$ cat config.mk
export PLATFORM = sky130hd
export DESIGN_NAME = xrrg_seed_unit
export DESIGN_NICKNAME = d
export VERILOG_FILES = /design/src/design/xrrg_pkg.sv /design/src/design/xrrg_seed_unit.sv
export SDC_FILE = /design/constraint.sdc
export NUM_CORES = 2
export LEC_CHECK = 0
export BUFFER_PORTS_ARGS = -buffer_cell sky130_fd_sc_hd__buf_2
export CAP_MARGIN = 30
export CORE_MARGIN = 5
export CORE_UTILIZATION = 60
export CTS_CLUSTER_SIZE = 20
export DETAILED_ROUTE_END_ITERATION = 10
export HOLD_SLACK_MARGIN = 0.1
export PLACE_DENSITY = 0.86
export SYNTH_ARGS = -nofsm -noshare
export SYNTH_HDL_FRONTEND = slang
export SYNTH_SLANG_ARGS = --single-unit
export TNS_END_PERCENT = 30
$ cat constraint.sdc
create_clock -name clk -period 13.1 [get_ports clk]
set_input_delay 0.655 -clock clk [delete_from_list [all_inputs] [get_ports clk]]
set_output_delay 0.655 -clock clk [all_outputs]
set_load 0.005 [all_outputs]
$ cat src/design/xrrg_pkg.sv
// Shared types and constants for the xorshift ring random generator.
package xrrg_pkg;

	localparam int WORD_W = 64;
	localparam int RING_DEPTH = 64;
	localparam int POS_W = $clog2(RING_DEPTH);
	localparam int OUT_BITS_W = 7;
	localparam int HALF_W = WORD_W / 2;

	localparam logic [POS_W-1:0] LAG_AHEAD = POS_W'(11);
	localparam logic [POS_W-1:0] POS_STEP = POS_W'(1);
	localparam logic [POS_W-1:0] LAST_SLOT = POS_W'(RING_DEPTH - 1);

	localparam logic [WORD_W-1:0] SEED_MULT = 64'h5851_F42D_4C95_7F2D;
	localparam logic [HALF_W-1:0] SEED_MULT_LO = SEED_MULT[HALF_W-1:0];
	localparam logic [HALF_W-1:0] SEED_MULT_HI = SEED_MULT[WORD_W-1:HALF_W];

	localparam logic [OUT_BITS_W-1:0] OUT_BITS_RESET = 7'd64;

	// request codes
	localparam logic REQ_GENERATE = 1'b0;
	localparam logic REQ_SEED = 1'b1;

	// configuration register map
	localparam int PADDR_W = 3;
	localparam logic REG_OUT_BITS = 1'b0;

	typedef struct packed {
		logic we;
		logic [POS_W-1:0] addr;
		logic [WORD_W-1:0] data;
	} ring_wr_t;

endpackage

$ cat src/design/xrrg_seed_unit.sv
// Seed sequencer: fills the ring with one shared 32x32 multiplier.
module xrrg_seed_unit (
	input  logic clk,
	input  logic arst_n,
	input  logic start,
	input  logic [xrrg_pkg::WORD_W-1:0] seed_value,
	output xrrg_pkg::ring_wr_t wr,
	output logic done
);

	typedef enum logic [5:0] {
		PH_IDLE  = 6'b000001,
		PH_WRITE = 6'b000010,
		PH_MUL0  = 6'b000100,
		PH_MUL1  = 6'b001000,
		PH_MUL2  = 6'b010000,
		PH_MUL3  = 6'b100000
	} seed_phase_t;

	seed_phase_t phase_q, phase_d;
	logic [xrrg_pkg::POS_W-1:0] idx_q;
	logic [xrrg_pkg::WORD_W-1:0] prev_q, acc_q, prod_q, seed_q, mix;
	logic [xrrg_pkg::HALF_W-1:0] op_a, op_b;

	assign mix = prev_q ^ {62'd0, prev_q[63:62]};

	always_comb begin
		op_a = '0;
		op_b = '0;
		phase_d = phase_q;
		unique case (phase_q)
			PH_IDLE: begin
				if (start) phase_d = PH_WRITE;
			end
			PH_WRITE: begin
				phase_d = (idx_q == xrrg_pkg::LAST_SLOT) ? PH_IDLE : PH_MUL0;
			end
			PH_MUL0: begin
				op_a = mix[xrrg_pkg::HALF_W-1:0];
				op_b = xrrg_pkg::SEED_MULT_LO;
				phase_d = PH_MUL1;
			end
			PH_MUL1: begin
				op_a = mix[xrrg_pkg::HALF_W-1:0];
				op_b = xrrg_pkg::SEED_MULT_HI;
				phase_d = PH_MUL2;
			end
			PH_MUL2: begin
				op_a = mix[xrrg_pkg::WORD_W-1:xrrg_pkg::HALF_W];
				op_b = xrrg_pkg::SEED_MULT_LO;
				phase_d = PH_MUL3;
			end
			PH_MUL3: begin
				phase_d = PH_WRITE;
			end
			default: phase_d = PH_IDLE;
		endcase
	end

	always_ff @(posedge clk or negedge arst_n) begin
		if (!arst_n) begin
			phase_q <= PH_IDLE;
			idx_q <= '0;
		end else begin
			phase_q <= phase_d;
			if (phase_q == PH_IDLE && start) begin
				idx_q <= '0;
			end else if (phase_q == PH_WRITE) begin
				idx_q <= idx_q + xrrg_pkg::POS_STEP;
			end
		end
	end

	// low product plus seed, then the two cross products shifted up
	always_ff @(posedge clk) begin
		prod_q <= xrrg_pkg::WORD_W'(op_a) * xrrg_pkg::WORD_W'(op_b);
		if (phase_q == PH_IDLE && start) begin
			seed_q <= seed_value;
			acc_q <= seed_value;
		end else if (phase_q == PH_MUL1) begin
			acc_q <= prod_q + seed_q;
		end else if (phase_q == PH_MUL2 || phase_q == PH_MUL3) begin
			acc_q <= acc_q + {prod_q[xrrg_pkg::HALF_W-1:0], {xrrg_pkg::HALF_W{1'b0}}};
		end
		if (phase_q == PH_WRITE) begin
			prev_q <= acc_q;
		end
	end

	assign wr.we = (phase_q == PH_WRITE);
	assign wr.addr = idx_q;
	assign wr.data = acc_q;
	assign done = (phase_q == PH_WRITE) && (idx_q == xrrg_pkg::LAST_SLOT);

endmodule

---- Yosys cells after proc, flatten, opt, wreduce, memory -nomap -nowiden ----
Cells that the tools add are included.
operators by class
  mux-type cells .......................... 10
  reductions and logical operators ........ 7
  add/subtract/negate cells ............... 3
  bitwise gates (word level) .............. 1
  $mul .................................... 1
  equality and inequality tests ........... 8
operator list
  kind                                                                   number
  64-bit two-way mux                                                     3
  64-bit adder                                                           2
  32-bit by 32-bit multiplier with 64-bit output                         1
  32-bit one-hot mux with 2 select lines                                 1
  64-bit by 2-bit XOR with 64-bit output                                 1
  31-bit one-hot mux with 2 select lines                                 1
  6-bit one-hot mux with 6 select lines                                  1
  6-bit two-way mux                                                      3
  6-bit equality test, second input constant                             2
  6-bit by 1-bit adder with 6-bit output, second input constant          1
  6-bit by 1-bit equality test with 1-bit output, second input constant  1
  6-bit by 2-bit equality test with 1-bit output, second input constant  1
  6-bit by 3-bit equality test with 1-bit output, second input constant  1
  6-bit by 4-bit equality test with 1-bit output, second input constant  1
  6-bit by 5-bit equality test with 1-bit output, second input constant  1
  2-bit OR reduction                                                     2
  3-bit two-way mux                                                      1
  3-bit nonzero test                                                     1
  1-bit logical AND                                                      2
  2-bit != test, second input constant                                   1
  2-bit nonzero test                                                     1
  1-bit logical OR                                                       1
word-level totals
  register bits ........................... 268
  word-level logic and storage cells ...... 36

---- Logic depth before layout (Yosys ltp) ----
  word-level depth ........................ 5
  gate-level depth with buffers ........... 36
  depth with buffers taken out ............ 34

---- Least setup slack after synthesis ----
OpenSTA, ideal clock, no wires.
  path kind ............................... register to register
  start point ............................. register phase_q[4]
  end point ............................... register prod_q[61] (netlist bit)
  path slack .............................. 4.313 ns
  required time ........................... 12.981 ns
  stages on the path, launching flop included .. 34
  arrival ................................. 8.669 ns
  path buffers ............................ 4
  path through ............................ dfrtp_1 nor2_1 nand2_1 nor3b_1 nand2b_1 clkbuf_1 clkbuf_1 clkbuf_1 a22oi_1 inv_1 fa_1 fa_1 inv_1 fa_1 fa_1 inv_1 fa_1 fa_1 fa_1 inv_1 fa_1 inv_1 ha_1 clkbuf_2 and3_1 nand4_1 or3_1 nor3_2 nor4_1 or4_1 nand4_1 and3b_1 a31oi_1 xnor2_1
between the ends
  word-level cells in the longest chain between the ends .. 4
  elaborated cells between the ends (all ways) .. 8
  classes of those cells .................. mul: 1; eq/ne: 3; mux: 2; reduce/logical: 2
RTL lines
  element                                                                                           line                  RTL
  start, declared                                                                                   xrrg_seed_unit.sv:20  seed_phase_t phase_q, phase_d;
  start signal, assigned                                                                            xrrg_seed_unit.sv:65  phase_q <= phase_d;
  6-bit by 4-bit equality test with 1-bit output (tied with other cells)                            xrrg_seed_unit.sv:31  unique case (phase_q)
  2-bit OR reduction (no line)                                                                      -
  32-bit one-hot mux with 2 select lines or 31-bit one-hot mux with 2 select lines (tied branches)  xrrg_seed_unit.sv:31
  32-bit by 32-bit multiplier with 64-bit output *                                                  xrrg_seed_unit.sv:76  prod_q <= xrrg_pkg::WORD_W'(op_a) * xrrg_pkg::WORD_W'(op_b);
  end signal, assigned                                                                              xrrg_seed_unit.sv:76
  end, declared                                                                                     xrrg_seed_unit.sv:22  logic [xrrg_pkg::WORD_W-1:0] prev_q, acc_q, prod_q, seed_q, mix;
Every way passes the cells marked *; elsewhere a longest branch is shown, timed or not.
A chain may end at the register's enable or synchronous reset.

---- Final worst setup path ----
  start point ............................. register phase_q[4]
  end point ............................... register prod_q[57] (netlist bit)
Same word-level chain as after synthesis.

==> impl_metrics.csv <==
group,metric,value,unit
final_layout,antennaDiodeCount,0,
yosys,syn_nets,4859,
setup_path,cp_data_arrival_time,10.85,ns
yosys,synth.distinct_cells,90,
sta,fin_crit_sh,79.4,%
grt,grt_start_max_net_pins,74,
placed_design,gp_congestion,1.03,
yosys,synth_seq_area_share,19.9,%
placed_design,placedCellCount,4549,
yosys,yosysWarnings,0,
sta,tns,0,ns
grt,first_global_vias,30200,
sta,hold_viol,0,
yosys,post-synth-top-count-cell,"inv_1",
yosys,async_flop_share,4.48,%
setup_path,cpMostUsedCell,"fa_1",
sta,min_period,10.41,ns
sta,finalSetupViolations,0,
final_layout,final_nets,4969,
sta,max_freq,96.1,MHz
clock_tree,clkTransAtPathRegs,0.07,ns
hold_path,min_path_type,"primary input to flip-flop",
status,status,"finished, final reports clean",
grt,grt_overflow,0,
floorplan,start_util,60.3,%
clock_tree,clk_latency,0.55,ns
clock_tree,cts_max_level,1,
grt,grt_pass1_wl,171000,um
final_layout,fin_util,64.3,%
yosys,synth_seq_cells,268,
floorplan,io_pins,139,
final_layout,drive_gt1_share,6.31,%
routing,drtPass1Iterations,6,
routing,wirelength,112000,um
placed_design,port-buffer-count,138,
floorplan,die-area,66800,um2
final_layout,area_growth,6.59,%
routing,via_count,28400,
floorplan,die_w,258,um
yosys,yosys.area.top_type_share,29.4,%
setup_path,crit_required,13.54,ns
yosys,syn_inst,3677,
grt,antenna_found_initial,0,
sta,rsz0062_at_grt,"no",
yosys,ys.flop_type,"edfxtp_1",
routing,drtIter0Drc,2980,
grt,grtUsageTotal,33.1,%
yosys,ys_top_cells_by_area,"fa_1, ha_1, edfxtp_1",
yosys,ys_top_cells_by_count,"inv_1, ha_1, fa_1",
clock_tree,cts_resized,0,
clock_tree,cts.sinks,268,
yosys,post_synth.cell_area_avg,10.1,um2
power_and_ir_drop,ir_drop,175,uV
routing,drtAntennaViolNets,0,
floorplan,core.rowCount,91,
power_and_ir_drop,p_leak,21.0,nW
clock_tree,cts_made_buffers,25,
setup_path,slowest_stage,"nand2b_1",
setup_path,cp-start-kind,"flip-flop",
setup_path,crit_path_max_incr_delay,0.64,ns
clock_tree,cts_buffer_depth,3,
floorplan,core-area,61400,um2
sta,slew_violations,0,
yosys,netlist_area,37000,um2
clock_tree,tritoncts,"yes",
final_layout,finalNonFillerCells,4595,
setup_path,end_kind,"flip-flop",
flow_run,cap_viol_max_count,0,
sta,finClkSkew,0.0168,ns
yosys,synth_top_cell_by_area,"fa_1",
routing,wire_per_inst,24.4,um
sta,tightest_slew,1.18,ns
setup_path,path_class,"flip-flop to flip-flop",
yosys,synth_edf_count,192,
clock_tree,cts-root-buf,"clkbuf_16",
floorplan,die_h,258,um
setup_path,critPathMaxFanout,18,
placed_design,place_hpwl,93800,um
power_and_ir_drop,power_density,119,nW/um2
routing,viasPerCell,6.18,
sta,relSlewSlack,20.9,%
routing,drc,0,
## layout by cell type (no fill, tap or decap), types with 6 or more instances in the layout
| cell | count |
|---|---|
| nand2b_1 | 11 |
| a22o_1 | 9 |
| and4_1 | 6 |
| nand3_1 | 34 |
| a21o_1 | 71 |
| a31oi_1 | 22 |
| buf_2 | 138 |
| or3_1 | 9 |
| nor2_1 | 177 |
| dfrtp_1 | 11 |
| a21oi_1 | 213 |
| a211oi_1 | 13 |
| o21bai_1 | 28 |
| xnor2_1 | 88 |
| nor3_1 | 26 |
| o221ai_1 | 6 |
| a21boi_0 | 8 |
| o22ai_1 | 30 |
| and2_1 | 7 |
| a22oi_1 | 32 |
| clkbuf_16 | 29 |
| dfxtp_1 | 64 |
| o21ai_0 | 118 |
| nand4_1 | 40 |
| nand2_1 | 168 |
| buf_4 | 22 |
| and3_1 | 24 |
| fa_1 | 544 |
| xor2_1 | 60 |
| o211ai_1 | 8 |
| o31ai_1 | 7 |
| ha_1 | 571 |
| o21a_1 | 17 |
| inv_1 | 849 |
| edfxtp_1 | 192 |
| nor2b_1 | 17 |
| nor4_1 | 12 |
## power by group
part	switching (W)	leakage [nW]	internal [W]	total, W
Sequential	0.000193	2.47	0.00121	0.00141
Clock	0.000339	0.434	0.000439	0.000778
Combinational	0.00162	18.1	0.000904	0.00252
Total	0.00215	21.0	0.00256	0.00471
## metal layers
layer  global-route usage [%]  routed length, um  vias to the layer above
met5                        0                  0                        -
met3                     7.15              12200                      477
met1                     42.2              41000                    13800
li1                         -                  -                    12300
met4                     17.0               7610                        0
met2                     53.8              51200                     1819
## path summary, 6_finish.rpt
path,endpoint,startpoint,cells past startpoint,slack [ns]
setup / recovery,prod_q[57],phase_q[4],32,2.69
hold / removal,seed_q[58],seed_value[58],1,0.29
setup reg to reg,prod_q[57],phase_q[4],32,2.69
hold reg to reg,prev_q[12],acc_q[12],0,0.45
max in group asynchronous,phase_q[0],arst_n,2,12.27
min in group asynchronous,idx_q[3],arst_n,2,0.54
## repair_timing
item / CTS / global route
hold buffers: 1 / 0
endpoints found under the hold margin: 11 / 0
setup buffers: 0 / 0
## final cells by class
cell class                      count  area (um2)
Sequential cell                   268        7350
Multi-Input combinational cell   2478       26200
Fill cell                        4606       21900
Clock inverter                     10        92.6
Tap cell                          790         988
Inverter                          853        3200
Timing Repair Buffer              161         866
Clock buffer                       35         778
## cell families (layout without fill, tap and decap cells)
logic type | after synthesis | in the layout | share of synthesized area (%)
compound gates | 652 | 652 | 11.3
xor+xnor | 148 | 148 | 3.50
fa+ha+maj | 1115 | 1115 | 48.7
buf+inv | 931 | 1059 | 9.46
flops | 268 | 268 | 19.9
mux | 5 | 5 | 0.135
simple gates | 558 | 558 | 7.05
## critical path: cells and delay by family, from the launching register on
kind                     cells  cell delay [ns]
AO/OA/AOI/OAI                2             0.66
XOR/XNOR                     2             0.25
adder cells (fa/ha/maj)      8             3.80
buffers and inverters        5             0.93
flip-flops                   1             0.39
AND/OR/NAND/NOR             15             4.26
## per-stage QoR
step	total power, W	hold WS, ns	setup slack, ns	instance area [um2]
finish	0.00471	0.291	2.69	39500
global placement	0.00379	0.427	3.16	38600
floorplan	0.00296	0.359	4.31	37000
global route	0.00495	0.283	2.31	39500
detailed placement	0.00384	0.437	2.86	38600
CTS	0.00465	0.278	2.86	39500
## state kept, by name, summed over array words and instances (netlist names)
signal   cells
acc_q       64
prev_q      64
prod_q      64
seed_q      64
idx_q        6
phase_q      6
(Power assumes the default switching activity.)
