$ cat config.mk
export PLATFORM = sky130hd
export DESIGN_NAME = xrrg_mix
export DESIGN_NICKNAME = d
export VERILOG_FILES = /design/src/design/xrrg_pkg.sv /design/src/design/xrrg_mix.sv
export SDC_FILE = /design/constraint.sdc
export NUM_CORES = 1
export LEC_CHECK = 0
export BUFFER_PORTS_ARGS = -buffer_cell sky130_fd_sc_hd__buf_2
export CAP_MARGIN = 20
export CORE_AREA = 5 5 98 100
export DETAILED_ROUTE_END_ITERATION = 6
export DIE_AREA = 0 0 103 105
export PLACE_DENSITY_LB_ADDON = 0.08
export SETUP_SLACK_MARGIN = 0.2
export SLEW_MARGIN = 20
export SYNTH_ARGS = -nofsm -noshare
export SYNTH_HDL_FRONTEND = slang
export SYNTH_SLANG_ARGS = --single-unit
$ cat constraint.sdc
create_clock -name vclk -period 2.2
set_input_delay 0.11 -clock vclk [all_inputs]
set_output_delay 0.11 -clock vclk [all_outputs]
set_load 0.1 [all_outputs]
$ cat src/design/xrrg_pkg.sv
// Shared types and constants for the xorshift ring random generator.
package xrrg_pkg;

	localparam int WORD_W = 64;
	localparam int RING_DEPTH = 64;
	localparam int POS_W = $clog2(RING_DEPTH);
	localparam int OUT_BITS_W = 7;
	localparam int HALF_W = WORD_W / 2;

	localparam logic [POS_W-1:0] LAG_AHEAD = POS_W'(11);
	localparam logic [POS_W-1:0] POS_STEP = POS_W'(1);
	localparam logic [POS_W-1:0] LAST_SLOT = POS_W'(RING_DEPTH - 1);

	localparam logic [WORD_W-1:0] SEED_MULT = 64'h5851_F42D_4C95_7F2D;
	localparam logic [HALF_W-1:0] SEED_MULT_LO = SEED_MULT[HALF_W-1:0];
	localparam logic [HALF_W-1:0] SEED_MULT_HI = SEED_MULT[WORD_W-1:HALF_W];

	localparam logic [OUT_BITS_W-1:0] OUT_BITS_RESET = 7'd64;

	// request codes
	localparam logic REQ_GENERATE = 1'b0;
	localparam logic REQ_SEED = 1'b1;

	// configuration register map
	localparam int PADDR_W = 3;
	localparam logic REG_OUT_BITS = 1'b0;

	typedef struct packed {
		logic we;
		logic [POS_W-1:0] addr;
		logic [WORD_W-1:0] data;
	} ring_wr_t;

endpackage

$ cat src/design/xrrg_mix.sv
// Xorshift mixing of two ring words, bit reversal and top-bit masking.
module xrrg_mix (
	input  logic [xrrg_pkg::WORD_W-1:0] t_word,
	input  logic [xrrg_pkg::WORD_W-1:0] v_word,
	input  logic [xrrg_pkg::OUT_BITS_W-1:0] out_bits,
	output logic [xrrg_pkg::WORD_W-1:0] new_word,
	output logic [xrrg_pkg::WORD_W-1:0] result
);

	logic [xrrg_pkg::WORD_W-1:0] t1, t2, v1, v2, rev, mask;

	always_comb begin
		t1 = t_word ^ (t_word << 33);
		t2 = t1 ^ (t1 >> 26);
		v1 = v_word ^ (v_word << 27);
		v2 = v1 ^ (v1 >> 29);
		new_word = v2 ^ t2;
	end

	// keep bit i when i + out_bits reaches the word width
	always_comb begin
		for (int i = 0; i < xrrg_pkg::WORD_W; i++) begin
			rev[i] = new_word[xrrg_pkg::WORD_W-1-i];
			mask[i] = ({1'b0, out_bits} + 8'(i)) >= 8'(xrrg_pkg::WORD_W);
		end
		result = rev & mask;
	end

endmodule

### Word-level counts from Yosys, hierarchy flattened

Index checks and enable logic that the tools add are counted.

* input bits: 135
* flip-flop bits (word level): 0
* memory bits (read-only): 0
* word-level logic and storage cells: 133
* output and inout bits: 128
* latch bits: 0
* memories kept: 0
* RAM bits: 0

* add/sub/neg operators: 63
* shift-type cells: 0
* multiply operators: 0
* equality and inequality tests: 0
* div/mod/pow operators: 0
* reduce and logical (&&, ||, !) cells: 0
* multiplexer cells: 0
* bitwise logic cells: 6
* order comparisons: 64

Operator list (count)
* 8-bit by 7-bit >= comparator with 1-bit output, second input constant: 63
* 7-bit by 6-bit adder with 8-bit output, second input constant: 32
* 64-bit XOR: 3
* 7-bit by 5-bit adder with 8-bit output, second input constant: 16
* 7-bit by 4-bit adder with 8-bit output, second input constant: 8
* 64-bit AND: 1
* 64-bit by 35-bit XOR with 64-bit output: 1
* 64-bit by 38-bit XOR with 64-bit output: 1
* 7-bit by 3-bit adder with 8-bit output, second input constant: 4
* 7-bit by 2-bit adder with 8-bit output, second input constant: 2
* 7-bit by 1-bit adder with 8-bit output, second input constant: 1
* 7-bit >= comparator, second input constant: 1

### Depth between registers and ports, before layout

Gate-level depths: netlist of the first run.

* word-level depth: 4
* mapped depth: 7
* depth with buffers taken out: 6

### Worst setup path after synthesis of the first run

No wires, ideal clock.

* path type: input port to output port
* from: input port t_word[9] (netlist bit)
* to: output port result[21] (netlist bit)
* cell stages on the path: 4
* slack: -2.329 ns
* required time: 2.090 ns
* arrival: 4.419 ns
* buffers on the path: 0
* cell sequence: xor2_1 -> xnor2_1 -> o31a_1 -> a21boi_0

* cells in the longest elaborated chain, start to end: 4

Ends and longest elaborated chain
* start: declaration: RTL line xrrg_mix.sv:3 `input logic [xrrg_pkg::WORD_W-1:0] t_word,`
* 64-bit XOR: RTL line xrrg_mix.sv:13 `t1 = t_word ^ (t_word << 33);`
* 64-bit by 38-bit XOR with 64-bit output: RTL line xrrg_mix.sv:14 `t2 = t1 ^ (t1 >> 26);`
* 64-bit XOR: RTL line xrrg_mix.sv:17 `new_word = v2 ^ t2;`
* via new_word, one bit: RTL line xrrg_mix.sv:6 `output logic [xrrg_pkg::WORD_W-1:0] new_word,`
* 64-bit AND: RTL line xrrg_mix.sv:26 `result = rev & mask;`
* end: declaration: RTL line xrrg_mix.sv:7 `output logic [xrrg_pkg::WORD_W-1:0] result`

The timed path passes the listed nets, and every way through them passes these cells.

### Worst setup path in the final report of the first run

* from: input port out_bits[5] (netlist bit)
* to: output port result[59] (netlist bit)

* cells in the longest elaborated chain, start to end: 3

Ends and longest elaborated chain
* start: declaration: RTL line xrrg_mix.sv:5 `input logic [xrrg_pkg::OUT_BITS_W-1:0] out_bits,`
* 7-bit by 6-bit adder with 8-bit output: RTL line xrrg_mix.sv:24 `mask[i] = ({1'b0, out_bits} + 8'(i)) >= 8'(xrrg_pkg::WORD_W);`
* 8-bit by 7-bit >= comparator with 1-bit output: RTL line xrrg_mix.sv:24
* 64-bit AND: RTL line xrrg_mix.sv:26

Every way passes these cells.

==> impl_results.md, run 1 <==
* Setup violations, final at 0
* M1 GR Usage at 0.3901
* Largest net degree at the start of global routing at 43
* CP Cell Sequence: buf_2 -> clkinvlp_4 -> nand2_1 -> nor2_2 -> a21boi_4 -> buf_2
* Buffers on Ports at 263
* Antenna-violating nets left at 0
* Vias/cell at around 6
* Die width at 103 um
* Failing checks: DRC
* Slowest cell on crit path: buf_2
* Final critical-path required period at 1983 ps
* GRT Util Overall at 0.3684
* Mapped Area at 3435 um^2
* GRT overflow at 0
* Arr. time, crit path at 1870 ps
* Sequential cell count at 0
* Die ar. at 10820 um^2
* Max-slew headroom at the worst pin at 0.4260
* 1st-iter DRT viols at a little over 500
* Final-layout clock buffer total at 0
* Hold buffer count at cts at 0
* Cells after Synth at between 400 and 500
* Fin cells at 847
* VDD IR max at between 0.0008 and 0.0009 V
* Core ar. at 8593 um^2
* Worst hold slack at ~740 ps
* Achievable Freq at 504.2 MHz
* P_int at 2.472 mW
* Comb pwr share at 1.000
* P_leak at 3.320 nW
* Maxcap violations at 0
* # IOs at 263
* Worst-margin pin slew at 858.2 ps
* Register Area at 0 um^2
* Syn nets at 606
* Critical path capture point type: output pin
* Crit path largest cell delay at 430 ps
* Final WS setup at 216.6 ps
* Switching power at 6.180 mW
* First-pass GRT wire length at between 30000 and 40000 um
* Post-Route WL at 20390 um
* Vias in the first global route at 5266
* Wire length per cell at 24.07 um
* Final hold violations at 0
* Sequential share of power at 0
* # DRC at 3
* Initial antenna violation count at 0
* Commonest cells after routing, fill and taps aside: buf_2, xnor2_1, xnor2_4, buf_12, buf_4
* Netlist cell types at 47
* Syn-to-layout area delta at 124.7%
* WP data required at roughly 2100 ps
* Die Height at roughly 110 um
* Most Crowded Layer GR: met2
* Met2 usage at 0.6801
* Synth Area per Inst at 7.370 um^2
* Layout cell share with drive strength beyond 1 at 0.6360
* Unrepaired setup endpoints after global routing: true
* Antenna diodes at 0
* Post-Place Worst Slack at 213.4 ps
* Crit path top cell by count: buf_2
* Final Net Count at 881
* Hold WC Path Type: primary input to output pin
* Vias post-DR at just under 5000
* WS Path Type: primary input to output pin
* Final period util at 0.9016
* GRT met3 Usage at 0.08061
* CP max FO at 15
* Dpl hpwl at approximately 18000 um
* Startpoint types: primary input
* Outcome: finished, violations left
* Max Slew Vio Count at 0
* Placed insts at 847
* Sequential element share of the synthesized area at 0
* Pre-antenna DRT Iters at 7
* Most common library cell in the layout ignoring fill and taps: buf_2
* Synth warnings at 0
* Clock Power Share at 0
* Switch share at 0.7143
* Row Count at 34
* RD Place Congestion at 1.086
* Pwr Density at roughly 1100 nW/um^2
* Initial Utilization at 0.3997
* Pwr Total at around 8.7 mW
-- metal layers --
layer / part of all wire / up-vias
li1: - / 2144
met5: 0 / -
met2: 0.53 / 408
met4: 0.062 / 0
met3: 0.11 / 112
met1: 0.30 / 2311
-- area by class of cell --
cell class                 instances  area [um^2]
fill                             391        875.8
inverter                           7        30.03
multi-input combinational        433         5351
tap                              108        135.1
timing repair buffer             299         2201
-- through the flow --
step | TNS (ps) | area (um^2) | utilization
detailed placement | 0 | 7677 | 0.8934
floorplan | -61.29 | 5550 | -
global placement | 0 | 7677 | 0.8934
global route | 0 | 7717 | 0.8981
CTS | 0 | 7680 | 0.8937
finish | 0 | 7717 | 0.8981
-- logic make-up (layout without fill, tap and decap cells) --
family,after synthesis,count (layout),synth area share
adder cells (fa/ha/maj),5,5,0.01821
multiplexers,5,5,0.01457
buffers and inverters,33,306,0.06521
XOR/XNOR,205,205,0.5228
AO/OA/AOI/OAI,124,124,0.2444
AND/OR/NAND/NOR,94,94,0.1348
-- Yosys cell counts, types with 2 or more instances --
master / count / area (um^2)
xnor2_1: 161 / 1410
xor2_1: 44 / 385.4
a21boi_0: 29 / 217.7
nand2_1: 29 / 108.9
o21ai_0: 29 / 145.1
a21oi_1: 24 / 120.1
nor2_1: 21 / 78.83
nor3_1: 10 / 50.05
buf_2: 6 / 30.03
clkbuf_1: 6 / 22.52
inv_1: 6 / 22.52
nand3_1: 6 / 30.03
o211a_1: 6 / 60.06
o21a_1: 6 / 45.04
a31oi_1: 5 / 31.28
and2_1: 5 / 31.28
clkbuf_8: 5 / 68.82
ha_1: 5 / 62.56
mux2i_1: 5 / 50.05
and3_1: 4 / 25.02
nand2b_1: 4 / 25.02
o221a_2: 4 / 45.04
o311a_1: 4 / 40.04
o31a_1: 4 / 35.03
o31ai_1: 4 / 30.03
and3b_1: 3 / 26.28
buf_4: 3 / 22.52
buf_6: 3 / 33.78
nor4_1: 3 / 18.77
o22ai_1: 3 / 18.77
clkbuf_4: 2 / 15.01
nor2b_1: 2 / 12.51
-- what timing repair did --
| action | in CTS | in global routing |
|---|---|---|
| resized for setup | 1 | 12 |
| setup endpoints to repair | 1 | 10 |
| buffers inserted | 0 | 0 |
-- final timing paths --
check | start | end | cells past startpoint
setup / recovery | out_bits[5] | result[59] | 6
hold / removal | t_word[5] | new_word[5] | 3
-- critical path, delay by kind of cell --
family	cells	cell delay (ps)
AO/OA/AOI/OAI	1	140
buffers and inverters	3	1110
AND/OR/NAND/NOR	2	500
-- power groups by stage --
stage               logic (mW)  clock network, mW  registers (mW)
floorplan                 6.71                  0               0
global placement          8.53                  0               0
detailed placement        8.62                  0               0
CTS                       8.64                  0               0
global route              8.82                  0               0
finish                    8.65                  0               0
Power figures use the tool's default switching activity.
==> run 2: changes to the inputs <==
ABC_AREA = 1   (was default)
CORE_AREA = default   (was 5 5 98 100)
CORE_ASPECT_RATIO = 1.5   (was default)
CORE_MARGIN = 5   (was default)
CORE_UTILIZATION = 53   (was default)
DIE_AREA = default   (was 0 0 103 105)
==> run 2 against run 1 <==
Net effect:
- the flow still finishes with violations (DRC)
- die area rose by 19%
- critical path depth increased by 5
- maximum frequency rose by 2.3%
- sequential share of layout area unchanged
- hold slack better by 1.3 ps
- critical endpoint is now result[23]
==> impl_results.md, run 2 <==
* Final WS setup at 261.3 ps (was 216.6 ps)
* Wire length per cell at 15.64 um (was 24.07 um)
* Initial Utilization at 0.5373 (was 0.3997)
* Antenna-violating nets left at 0 (unchanged)
* Pwr Total at 5.076 mW (was 8.652 mW)
* Sequential element share of the synthesized area at 0 (unchanged)
* RD Place Congestion at 1.230 (was 1.086)
* Syn nets at 1475 (was 606)
* Crit path top cell by count: nand2_1 (was buf_2)
* Sequential cell count at 0 (unchanged)
* Final-layout clock buffer total at 0 (unchanged)
* Final critical-path required period at 1939 ps (was 1983 ps)
* Core ar. at 10480 um^2 (was 8593 um^2)
* Maxcap violations at 0 (unchanged)
* CP max FO at 18 (was 15)
* Unrepaired setup endpoints after global routing: false (was true)
* Hold WC Path Type: primary input to output pin (unchanged)
* WP data required at 2090 ps (about the same)
* Failing checks: DRC (unchanged)
* Final hold violations at 0 (unchanged)
* Commonest cells after routing, fill and taps aside: nand2_1, inv_1, buf_2, nand3_1 (was buf_2, xnor2_1, xnor2_4, buf_12, buf_4)
* Sum Neg Setup Slack at 0 ps (unchanged)
* Initial antenna violation count at 4 (was 0)
* Worst hold start: t_word[13] (was t_word[5])
* Netlist cell types at 31 (was 47)
* Most common cell in the netlist: nand2_1 (was xnor2_1)
* Pwr Density at 597.0 nW/um^2 (was 1121 nW/um^2)
* Delay-heaviest family, CP: simple AND/OR/NAND/NOR gates (was buffers and inverters)
* Comb pwr share at 1.000 (about the same)
* Cells after Synth at 1335 (was 466)
* Arr. time, crit path at 1830 ps (was 1870 ps)
* Multiplexer share of the synthesized area at 0 (was 0.01457)
* Startpoint types: primary input (unchanged)
* Post-Place Worst Slack at 235.9 ps (was 213.4 ps)
* P_int at 1.230 mW (was 2.472 mW)
* WS Path Type: primary input to output pin (unchanged)
* Buffers on Ports at 263 (unchanged)
* Vias/cell at 5.422 (was 5.874)
* Worst-margin pin slew at 576.6 ps (was 858.2 ps)
* Compound-Gate Fraction of Synth Area at 0.07426 (was 0.2444)
* Post-Route WL at 27160 um (was 20390 um)
* Final Net Count at 1730 (was 881)
* CP Cell Sequence: clkbuf_4 -> inv_2 -> ha_1 -> nand2_2 -> nand3_1 -> nand2_1 -> inv_1 -> nand2_1 -> nor2_1 -> nor2_4 -> buf_12 (was buf_2 -> clkinvlp_4 -> nand2_1 -> nor2_2 -> a21boi_4 -> buf_2)
* Top Metal Used: met4 (unchanged)
* Clock Power Share at 0 (about the same)
* Yosys top cell area share at 0.5116 (was 0.4106)
* Syn-to-layout area delta at 51.07% (was 124.7%)
* Total length of routed met2 wires at 12810 um (was 10860 um)
* Achievable Freq at 515.8 MHz (was 504.2 MHz)
* Hold Path Sink: result[50] (was new_word[5])
* Top cells by count, synth: nand2_1, inv_1, nand3_1 (was xnor2_1, xor2_1, a21boi_0, nand2_1, o21ai_0)
* Setup violations, final at 0 (unchanged)
* Crit path largest cell delay at 390 ps (was 430 ps)
* Most common library cell in the layout ignoring fill and taps: nand2_1 (was buf_2)
* Synth Area in XOR/XNOR at 0.04513 (was 0.5228)
* Outcome: finished, violations left (unchanged)
* Main combinational cell family by area after synthesis: simple AND/OR/NAND/NOR gates (was XOR/XNOR gates)
* Final core occ at 0.8116 (was 0.8981)
* First-pass GRT wire length at 41060 um (was 30560 um)
* VDD IR max at 0.0005551 V (was 0.0008297 V)
* Vias post-DR at 9412 (was 4975)
* Worst Path Buf+Inv at 4 (was 3)
* Switch share at 0.7577 (was 0.7143)
* Die width at 94.14 um (was 103 um)
* 1st-iter DRT viols at 868 (was 506)
* Max Slew Vio Count at 0 (unchanged)
* Synth area leaders: nand2_1, inv_1, nand3_1 (was xnor2_1, xor2_1, a21boi_0)
* Sequential share of power at 0 (about the same)
* Fill count at 870 (was 391)
* Area share of fa/ha/maj cells after synthesis at 0.01112 (was 0.01821)
* GRT overflow at 0 (unchanged)
* Pre-antenna DRT Iters at 7 (unchanged)
* Die ar. at 12820 um^2 (was 10820 um^2)
* Max-slew headroom at the worst pin at 0.6123 (was 0.4260)
* Layout cell share with drive strength beyond 1 at 0.2298 (was 0.6360)
* Synth warnings at 0 (unchanged)
* Die Height at 136.2 um (was 105 um)
* Mapped Area at 5628 um^2 (was 3435 um^2)
* Fin cells at 1736 (was 847)
* Largest net degree at the start of global routing at 19 (was 43)
* # DRC at 2 (was 3)
* WHS Path Cells at 5 (was 3)
* Switching power at 3.846 mW (was 6.180 mW)
* Register Area at 0 um^2 (unchanged)
* Dpl hpwl at 23640 um (was 18230 um)
* Metal-1 WL at 8421 um (was 6056 um)
* Row Count at 46 (was 34)
* Post-CTS Setup Bufs at 0 (unchanged)
* Slowest cell on crit path: ha_1 (was buf_2)
* Dominant cell type by area after synthesis: nand2_1 (was xnor2_1)
* Post-Synth Simple-Gate Area at 0.6968 (was 0.1348)
* Synth Area per Inst at 4.216 um^2 (was 7.370 um^2)
* Critical path capture point type: output pin (unchanged)
* Vias in the first global route at 8684 (was 5266)
* Placed insts at 1732 (was 847)
* GRT Util Overall at 0.4088 (was 0.3684)
* Final period util at 0.8812 (was 0.9016)
* Met3 Wirelength at 2978 um (was 2207 um)
* # IOs at 263 (unchanged)
* P_leak at 5.612 nW (was 3.320 nW)
[run 2: kinds of logic after synthesis]
| family | after synthesis |
|---|---|
| XOR/XNOR | 29 |
| AO/OA/AOI/OAI | 76 |
| buffers and inverters | 242 |
| AND/OR/NAND/NOR | 983 |
| adder cells (fa/ha/maj) | 5 |
[run 2: worst max-delay path by stage]
stage / end / start / cells past startpoint / slack [ps]
6_report: result[23] / out_bits[1] / 11 / 260
5_1_grt: result[15] / out_bits[1] / 7 / 210
4_1_cts: result[63] / out_bits[1] / 9 / 230
3_5_place_dp: result[63] / out_bits[1] / 9 / 240
3_3_place_gp: result[63] / out_bits[1] / 9 / 240
2_1_floorplan: result[24] / t_word[6] / 5 / -180
[run 2: stage by stage]
step / hold slack, ps / area (um^2)
CTS: 735.6 / 8474
global placement: 724.2 / 8474
finish: 740.3 / 8502
detailed placement: 735.6 / 8474
global route: 785.9 / 8502
floorplan: 614.2 / 6297
[run 2: routing by layer]
metal	global-route usage	vias to the layer above
met5	0	-
met4	0.3430	0
met3	0.1096	206
met2	0.6946	632
met1	0.4079	4044
li1	-	4530
[run 2: power groups by stage]
| stage | Sequential, mW | Combinational, mW | Clock, mW |
|---|---|---|---|
| final | 0 | 5.08 | 0.000000244 |
| after global routing | 0 | 5.28 | 0.000000243 |
| after CTS | 0 | 5.03 | 0 |
| after detailed placement | 0 | 5.02 | 0 |
| after global placement | 0 | 4.97 | 0 |
| after floorplan | 0 | 3.73 | 0 |
[run 2: timing repair]
action	in CTS	in global routing
resized for setup	0	6
setup endpoints to repair	0	13
hold buffers	0	0
[run 2: cell type report]
type | count | area, um^2 | area share
antenna | 4 | 10.01 | 0.001177
inverter | 221 | 834.6 | 0.09816
multi-input combinational | 1093 | 5333 | 0.6272
tap | 144 | 180.2 | 0.02119
timing repair buffer | 274 | 2145 | 0.2522
